===== config.mk =====
export PLATFORM = sky130hd
export DESIGN_NAME = hash_size_prime_finder_unit_flat
export DESIGN_NICKNAME = d
export VERILOG_FILES = /design/src/rtl/core/hspf_pkg.sv /design/src/rtl/core/hspf_req_if.sv /design/src/rtl/core/hspf_rsp_if.sv /design/src/rtl/core/hash_size_prime_finder_unit.sv /design/src/flat_wrapper.sv
export SDC_FILE = /design/constraint.sdc
export NUM_CORES = 2
export LEC_CHECK = 0
export BUFFER_PORTS_ARGS = -buffer_cell sky130_fd_sc_hd__clkbuf_2
export CAP_MARGIN = 20
export CELL_PAD_IN_SITES_DETAIL_PLACEMENT = 0
export CELL_PAD_IN_SITES_GLOBAL_PLACEMENT = 1
export CORE_MARGIN = 2
export CORE_UTILIZATION = 48
export CTS_CLUSTER_SIZE = 25
export DETAILED_ROUTE_END_ITERATION = 6
export GPL_TIMING_DRIVEN = 0
export MAX_ROUTING_LAYER = met4
export PLACE_DENSITY = 0.8
export SLEW_MARGIN = 20
export SYNTH_ARGS = -nofsm -noshare
export SYNTH_HDL_FRONTEND = slang
export SYNTH_SLANG_ARGS = --single-unit

===== constraint.sdc =====
create_clock -name i_clk -period 16.9 [get_ports i_clk]
set_input_delay 0.845 -clock i_clk [delete_from_list [all_inputs] [get_ports i_clk]]
set_output_delay 0.845 -clock i_clk [all_outputs]
set_load 0.1 [all_outputs]

===== src/rtl/core/hspf_pkg.sv =====
// ----------------------------------------------------------------------------
// hspf_pkg: shared constants for the hash size prime finder
// Widths of the datapath, the fixed-point scale factors and the item fields.
// ----------------------------------------------------------------------------
package hspf_pkg;

    // Width of the request bits that take part in the sizing
    localparam int SIZE_BITS = 30;

    // Item field widths
    localparam int REQ_W   = 30;
    localparam int PRIME_W = 31;

    // Working width of the candidate and the power of two
    localparam int NW  = SIZE_BITS + 2;
    // Scale factors and the shared divider's divisor width
    localparam int KW  = 24;
    // Product width of a scaling multiply
    localparam int PRW = NW + KW;
    // Trial divisor width and width of its square
    localparam int DW  = NW / 2 + 2;
    localparam int SW  = NW + 1;
    // Divider iteration counter width
    localparam int CW  = $clog2(PRW + 1);

    localparam logic [NW-1:0] SIZE_MASK = NW'((64'd1 << SIZE_BITS) - 64'd1);

    // Scale factors, value times ten million
    localparam logic [KW-1:0] SCALE_DEN   = KW'(10000000);
    localparam logic [KW-1:0] K_NEAR_LOW  = KW'(10412321);
    localparam logic [KW-1:0] K_NEAR_HIGH = KW'(11131347);
    localparam logic [KW-1:0] K_FINAL     = KW'(10132677);

    localparam logic [NW-1:0] SIZE_BIAS  = NW'(100);
    localparam logic [NW:0]   NEAR_MARGIN = (NW+1)'(20);
    localparam logic [NW-1:0] NEAR_BUMP  = NW'(30);

endpackage


===== src/rtl/core/hspf_req_if.sv =====
// ----------------------------------------------------------------------------
// hspf_req_if: request channel
// Valid/ready channel that carries one requested table size per item.
// ----------------------------------------------------------------------------
interface hspf_req_if;
    logic                       valid;
    logic                       ready;
    logic [hspf_pkg::REQ_W-1:0] requested_size;

    modport source (output valid, output requested_size, input ready);
    modport sink   (input valid, input requested_size, output ready);
endinterface


===== src/rtl/core/hspf_rsp_if.sv =====
// ----------------------------------------------------------------------------
// hspf_rsp_if: result channel
// Valid/ready channel that carries one prime table size per item.
// ----------------------------------------------------------------------------
interface hspf_rsp_if;
    logic                         valid;
    logic                         ready;
    logic [hspf_pkg::PRIME_W-1:0] prime_size;

    modport source (output valid, output prime_size, input ready);
    modport sink   (input valid, input prime_size, output ready);
endinterface


===== src/rtl/core/hash_size_prime_finder_unit.sv =====
// Flow: a request is taken only in idle, after the previous item has been
//   handed to the result register; a single restoring divider (one quotient
//   bit a cycle) serves both the fixed-point scalings and the trial divisions.
// Reset: synchronous, active low; clears the sequencer and the result valid.
// ----------------------------------------------------------------------------
// hash_size_prime_finder_unit: prime table size finder
// Raises and scales a requested size away from powers of two, then searches
// upward for the first prime by trial division on a shared divider.
// ----------------------------------------------------------------------------
module hash_size_prime_finder_unit (
    input  logic             i_clk,
    input  logic             i_rst_n,
    hspf_req_if.sink         i_req,
    hspf_rsp_if.source       o_rsp
);

    localparam int NW  = hspf_pkg::NW;
    localparam int KW  = hspf_pkg::KW;
    localparam int PRW = hspf_pkg::PRW;
    localparam int DW  = hspf_pkg::DW;
    localparam int SW  = hspf_pkg::SW;
    localparam int CW  = hspf_pkg::CW;

    typedef enum logic [9:0] {
        S_IDLE  = 10'b00_0000_0001,
        S_POW   = 10'b00_0000_0010,
        S_CMP1  = 10'b00_0000_0100,
        S_MUL   = 10'b00_0000_1000,
        S_DIV   = 10'b00_0001_0000,
        S_CMP2  = 10'b00_0010_0000,
        S_ADJ   = 10'b00_0100_0000,
        S_TRIAL = 10'b00_1000_0000,
        S_DONE  = 10'b01_0000_0000,
        S_START = 10'b10_0000_0000
    } t_state;

    typedef enum logic [1:0] {
        OP_SCALE_LOW   = 2'd0,
        OP_SCALE_HIGH  = 2'd1,
        OP_SCALE_FINAL = 2'd2,
        OP_MOD         = 2'd3
    } t_op;

    t_state r_state, n_state;
    t_op    r_op, n_op;
    logic   r_out_valid, n_out_valid;

    logic [NW-1:0]            r_n, n_n;
    logic [NW-1:0]            r_p, n_p;
    logic [DW-1:0]            r_d, n_d;
    logic [SW-1:0]            r_sq, n_sq;
    logic [PRW-1:0]           r_dvd, n_dvd;
    logic [KW-1:0]            r_rem, n_rem;
    logic [KW-1:0]            r_dvs, n_dvs;
    logic [CW-1:0]            r_cnt, n_cnt;
    logic [hspf_pkg::PRIME_W-1:0] r_out, n_out;

    // Shared divider step
    logic [KW:0]    rem_sh;
    logic           div_ge;
    logic [KW-1:0]  step_rem;
    logic [PRW-1:0] step_dvd;

    logic [NW+6:0]  n_x100;
    logic [NW+6:0]  p_x105;
    logic [NW+6:0]  p_x95;
    logic [KW-1:0]  k_sel;

    assign rem_sh   = {r_rem, r_dvd[PRW-1]};
    assign div_ge   = rem_sh >= {1'b0, r_dvs};
    assign step_rem = div_ge ? KW'(rem_sh - {1'b0, r_dvs}) : rem_sh[KW-1:0];
    assign step_dvd = {r_dvd[PRW-2:0], div_ge};

    assign n_x100 = (NW+7)'(r_n) * (NW+7)'(100);
    assign p_x105 = (NW+7)'(r_p) * (NW+7)'(105);
    assign p_x95  = (NW+7)'(r_p) * (NW+7)'(95);

    always_comb begin
        case (r_op)
            OP_SCALE_LOW:   k_sel = hspf_pkg::K_NEAR_LOW;
            OP_SCALE_HIGH:  k_sel = hspf_pkg::K_NEAR_HIGH;
            OP_SCALE_FINAL: k_sel = hspf_pkg::K_FINAL;
            default:        k_sel = hspf_pkg::K_FINAL;
        endcase
    end

    assign i_req.ready      = (r_state == S_IDLE);
    assign o_rsp.valid      = r_out_valid;
    assign o_rsp.prime_size = r_out;

    always_comb begin
        n_state     = r_state;
        n_op        = r_op;
        n_out_valid = r_out_valid;
        n_n         = r_n;
        n_p         = r_p;
        n_d         = r_d;
        n_sq        = r_sq;
        n_dvd       = r_dvd;
        n_rem       = r_rem;
        n_dvs       = r_dvs;
        n_cnt       = r_cnt;
        n_out       = r_out;

        if (r_out_valid && o_rsp.ready) begin
            n_out_valid = 1'b0;
        end

        case (r_state)
            S_IDLE: begin
                if (i_req.valid) begin
                    n_n     = (NW'(i_req.requested_size) & hspf_pkg::SIZE_MASK)
                              + hspf_pkg::SIZE_BIAS;
                    n_p     = NW'(1);
                    n_state = S_POW;
                end
            end
            S_POW: begin
                // Advance p until 2p reaches n
                if ({r_p, 1'b0} < {1'b0, r_n}) begin
                    n_p = {r_p[NW-2:0], 1'b0};
                end else begin
                    n_state = S_CMP1;
                end
            end
            S_CMP1: begin
                n_p = {r_p[NW-2:0], 1'b0};
                if (n_x100 < p_x105) begin
                    n_op    = OP_SCALE_LOW;
                    n_state = S_MUL;
                end else begin
                    n_state = S_CMP2;
                end
            end
            S_CMP2: begin
                if (n_x100 > p_x95) begin
                    n_op    = OP_SCALE_HIGH;
                    n_state = S_MUL;
                end else begin
                    n_state = S_ADJ;
                end
            end
            S_ADJ: begin
                if ((NW+1)'(r_n) + hspf_pkg::NEAR_MARGIN > (NW+1)'(r_p)) begin
                    n_n = r_n + hspf_pkg::NEAR_BUMP;
                end
                n_op    = OP_SCALE_FINAL;
                n_state = S_MUL;
            end
            S_MUL: begin
                n_dvd   = PRW'(r_n) * PRW'(k_sel);
                n_rem   = '0;
                n_dvs   = hspf_pkg::SCALE_DEN;
                n_cnt   = CW'(PRW);
                n_state = S_DIV;
            end
            S_DIV: begin
                n_dvd = step_dvd;
                n_rem = step_rem;
                n_cnt = r_cnt - CW'(1);
                if (r_cnt == CW'(1)) begin
                    case (r_op)
                        OP_SCALE_LOW: begin
                            n_n     = step_dvd[NW-1:0];
                            n_state = S_CMP2;
                        end
                        OP_SCALE_HIGH: begin
                            n_n     = step_dvd[NW-1:0];
                            n_state = S_ADJ;
                        end
                        OP_SCALE_FINAL: begin
                            n_n     = step_dvd[NW-1:0];
                            n_state = S_START;
                        end
                        default: begin
                            // Divisor hit: drop this candidate and restart at two
                            if (step_rem == '0) begin
                                n_n     = r_n + NW'(1);
                                n_state = S_START;
                            end else begin
                                n_d     = r_d + DW'(1);
                                n_sq    = r_sq + SW'({r_d, 1'b0}) + SW'(1);
                                n_state = S_TRIAL;
                            end
                        end
                    endcase
                end
            end
            S_START: begin
                n_d     = DW'(2);
                n_sq    = SW'(4);
                n_state = S_TRIAL;
            end
            S_TRIAL: begin
                if (r_sq > SW'(r_n)) begin
                    n_state = S_DONE;
                end else begin
                    n_dvd   = {r_n, {(PRW-NW){1'b0}}};
                    n_rem   = '0;
                    n_dvs   = KW'(r_d);
                    n_cnt   = CW'(NW);
                    n_op    = OP_MOD;
                    n_state = S_DIV;
                end
            end
            S_DONE: begin
                // Hold until the result register is free
                if (!r_out_valid || o_rsp.ready) begin
                    n_out       = hspf_pkg::PRIME_W'(r_n);
                    n_out_valid = 1'b1;
                    n_state     = S_IDLE;
                end
            end
            default: begin
                n_state = S_IDLE;
            end
        endcase
    end

    always_ff @(posedge i_clk) begin
        if (!i_rst_n) begin
            r_state     <= S_IDLE;
            r_out_valid <= 1'b0;
            r_op        <= OP_SCALE_LOW;
            r_cnt       <= '0;
        end else begin
            r_state     <= n_state;
            r_out_valid <= n_out_valid;
            r_op        <= n_op;
            r_cnt       <= n_cnt;
        end
    end

    always_ff @(posedge i_clk) begin
        r_n   <= n_n;
        r_p   <= n_p;
        r_d   <= n_d;
        r_sq  <= n_sq;
        r_dvd <= n_dvd;
        r_rem <= n_rem;
        r_dvs <= n_dvs;
        r_out <= n_out;
    end

endmodule

===== src/flat_wrapper.sv =====
// flat-port wrapper written by rule: the top's interface ports become plain ports
module hash_size_prime_finder_unit_flat 
  (i_clk, i_rst_n, i_req_valid, i_req_requested_size, i_req_ready, o_rsp_valid, o_rsp_prime_size, o_rsp_ready);
  hspf_req_if i_req_i ();
  hspf_rsp_if o_rsp_i ();
  input  logic i_clk;
  input  logic i_rst_n;
  input wire logic [$bits(i_req_i.valid)-1:0] i_req_valid;
  input wire logic [$bits(i_req_i.requested_size)-1:0] i_req_requested_size;
  output wire logic [$bits(i_req_i.ready)-1:0] i_req_ready;
  output wire logic [$bits(o_rsp_i.valid)-1:0] o_rsp_valid;
  output wire logic [$bits(o_rsp_i.prime_size)-1:0] o_rsp_prime_size;
  input wire logic [$bits(o_rsp_i.ready)-1:0] o_rsp_ready;
  assign i_req_i.valid = i_req_valid;
  assign i_req_i.requested_size = i_req_requested_size;
  assign i_req_ready = i_req_i.ready;
  assign o_rsp_valid = o_rsp_i.valid;
  assign o_rsp_prime_size = o_rsp_i.prime_size;
  assign o_rsp_i.ready = o_rsp_ready;
  hash_size_prime_finder_unit u_core (.i_clk(i_clk), .i_rst_n(i_rst_n), .i_req(i_req_i), .o_rsp(o_rsp_i));
endmodule

==> flow_summary.toml <==
[detailed_routing]
ant_nets = 0
drt_iter0_drc = 4048
first_pass_iters = 6
avgRoutedWirePerCell_um = 22.8
wl_mm = 165
route.detailed.drc = 0
vias = 40900
detail_route.vias_per_cell = 5.66

[logic_synthesis]
synth_flop_cell = "edfxtp_1"
syn-cell-area_sq_um = 52600
synth_area_per_cell_sq_um = 9.26
async_flop_share = 0
synth_common_cells = "inv_1, ha_1, fa_1"
synthTopCellsByArea = "fa_1, ha_1, edfxtp_1, inv_1, xnor2_1"
synth_top_area_cell = "fa_1"
synth_top_area_frac = 0.291
ys_warn_count = 0
yosysMostFrequentCell = "inv_1"
synth.distinct_cells = 84
syn_nets = 7253
yosysSeqAreaShare = 0.147
synth_seq_cells = 264
synth_edf_count = 245
netlist_instances = 5675

[sta]
hold_viol = 0
skew_ns = 0.0182
slew_headroom = 0.208
fin_crit_ns = 11.28
rsz0062_at_grt = "no"
fin_crit_sh = 0.667
maxSlewViolCount = 0
max_freq_mhz = 88.7
setup_viol_count_final = 0
worstMarginPinSlew_ns = 1.19
whs_ns = 0.560
tns_ns = 0

[placed_design]
gp_congestion = 1.00
portBuffers = 65
hpwl_mm = 138

[worst_setup_path]
criticalPathCategory = "reg -> reg"
path_common_cell = "fa_1"
critPathSlowestCell = "clkbuf_1"
start_kind = "flip-flop"
arrival_ns = 11.57
critPathCaptureType = "flip-flop"
worstPathMaxFanout = 8
required_ns = 17.19
cpPeakStageDelay_ns = 0.86

[final_layout]
nFillCells = 10300
drive_gt1_frac = 0.0303
regArea_sq_um = 7740
synthToLayoutAreaGrowth_pct = 7.02
fin_nets = 7370
multiInputGateArea_sq_um = 39200
utilization = 0.518

[die]
die-area_sq_um = 112000
die_h_um = 335
die_w_um = 335
std_cell_rows = 121
initial_core_util = 0.484
core_region_area_sq_um = 109000
ios = 67

[global_route]
grt_pass1_wl_mm = 250
grt_max_degree = 53
antenna_found_initial = 6
grt_pass1_vias = 40100
grt_usage = 0.307
grt-ovfl-total = 0

[clock_network]
hold_buffers = 0
root_buffer = "clkbuf_16"
path_clk_slew_ns = 0.06
cts_buffers = 36
htree_levels = 2
cts_resized = 0
cts_tree = "yes"
clock_latency_ns = 0.58
cts_setup_buffers = 0
cts_max_path_buffers = 3
numClockSinks = 264

[worst_hold_path]
holdCritPathClass = "reg -> reg"

[status]
status = "finished clean"

[job]
drv_cap = 0
-- flip-flops by register name, summed over array words and instances, names as in the netlist --
| register | flops |
|---|---|
| u_core.r_dvd | 56 |
| u_core.r_sq | 33 |
| u_core.r_n | 32 |
| u_core.r_p | 32 |
| u_core.o_rsp.prime_size | 31 |
| u_core.r_rem | 24 |
| u_core.r_dvs | 19 |
| u_core.r_d | 18 |
| u_core.r_state | 10 |
| u_core.r_cnt | 6 |
| u_core.r_op | 2 |
| u_core.o_rsp.valid | 1 |
-- per-layer routing --
metal | vias to the layer above | share of wire | routed length [um] | GRT usage
met4 | 0 | 0.039 | 6440 | 0.0974
met2 | 1741 | 0.43 | 71500 | 0.453
met5 | - | 0 | 0 | -
li1 | 18600 | - | - | -
met3 | 268 | 0.096 | 15900 | 0.0607
met1 | 20300 | 0.43 | 71000 | 0.427
-- worst paths after layout --
| kind | start | endpoint | slack [ns] | cells past startpoint |
|---|---|---|---|---|
| worst max-delay path | u_core.r_n[6] | u_core.r_dvd[55] | 5.62 | 28 |
| worst min-delay path | u_core.r_state[1] | u_core.r_state[2] | 0.56 | 2 |
| worst max register to register | u_core.r_n[6] | u_core.r_dvd[55] | 5.62 | 28 |
| worst min register to register | u_core.r_state[1] | u_core.r_state[2] | 0.56 | 2 |
-- per-stage QoR --
stage | instances | area [sq um] | setup WS (ns)
6_report | 7238 | 56300 | 5.62
5_1_grt | 7233 | 56300 | 5.55
4_1_cts | 7230 | 56200 | 6.03
3_5_place_dp | 7166 | 55000 | 6.04
3_3_place_gp | 7154 | 54700 | 6.03
2_1_floorplan | 5675 | 52600 | 9.19
-- final cells by class --
| class | instances | share of cell area |
|---|---|---|
| clock buffers | 42 | 0.0164 |
| diodes | 6 | 0.000267 |
| clock inverters | 22 | 0.00572 |
| multi-input cells | 3887 | 0.697 |
| flip-flops and latches | 264 | 0.138 |
| repair buffers | 79 | 0.0102 |
| inverters | 1435 | 0.0957 |
| well taps | 1414 | 0.0314 |
| plain buffers | 89 | 0.00596 |
-- cells in the final DEF (no fill, tap or decap), drive strengths merged, types with 8 or more instances in the layout --
cell        n
inv      1438
ha        780
fa        764
nand2     326
nor2      292
edfxtp    245
a21oi     233
xnor2     187
clkbuf    184
o21ai     183
a21o      147
nand3     109
xor2      106
and2       72
nand2b     63
nor3       60
nand4      53
and3       48
o21a       45
nor2b      40
o211ai     38
a22oi      32
or3        30
o221ai     29
a211oi     27
o21bai     26
buf        26
dfxtp      19
nor4       16
o31ai      16
a31oi      15
a221oi     10
clkinv     10
a211o       9
nor3b       9
or2         9
a2111oi     9
and4        8
-- critical path, delay by kind of cell, from the launching register on --
family          cells  cell delay, ns
flops               1            0.77
compound gates      7            2.83
xor+xnor            1            0.19
fa+ha+maj           8            4.15
buf+inv             7            1.87
simple gates        5            1.14
-- cell families (layout without fill, tap and decap cells) --
kind of cell,Yosys count,after routing,share of synthesized area
xor gates and xnor gates,293,293,0.0488
adders and majority gates,1544,1544,0.477
and+or+nand+nor,1155,1155,0.105
DFF,264,264,0.147
AOI/OAI and AO/OA,895,895,0.113
buffers and inverters,1524,1667,0.109
other,0,6,0
Power is left out: the tool's default activity adds up to more than one toggle a clock period on the data nets, which glitch-free logic cannot reach.
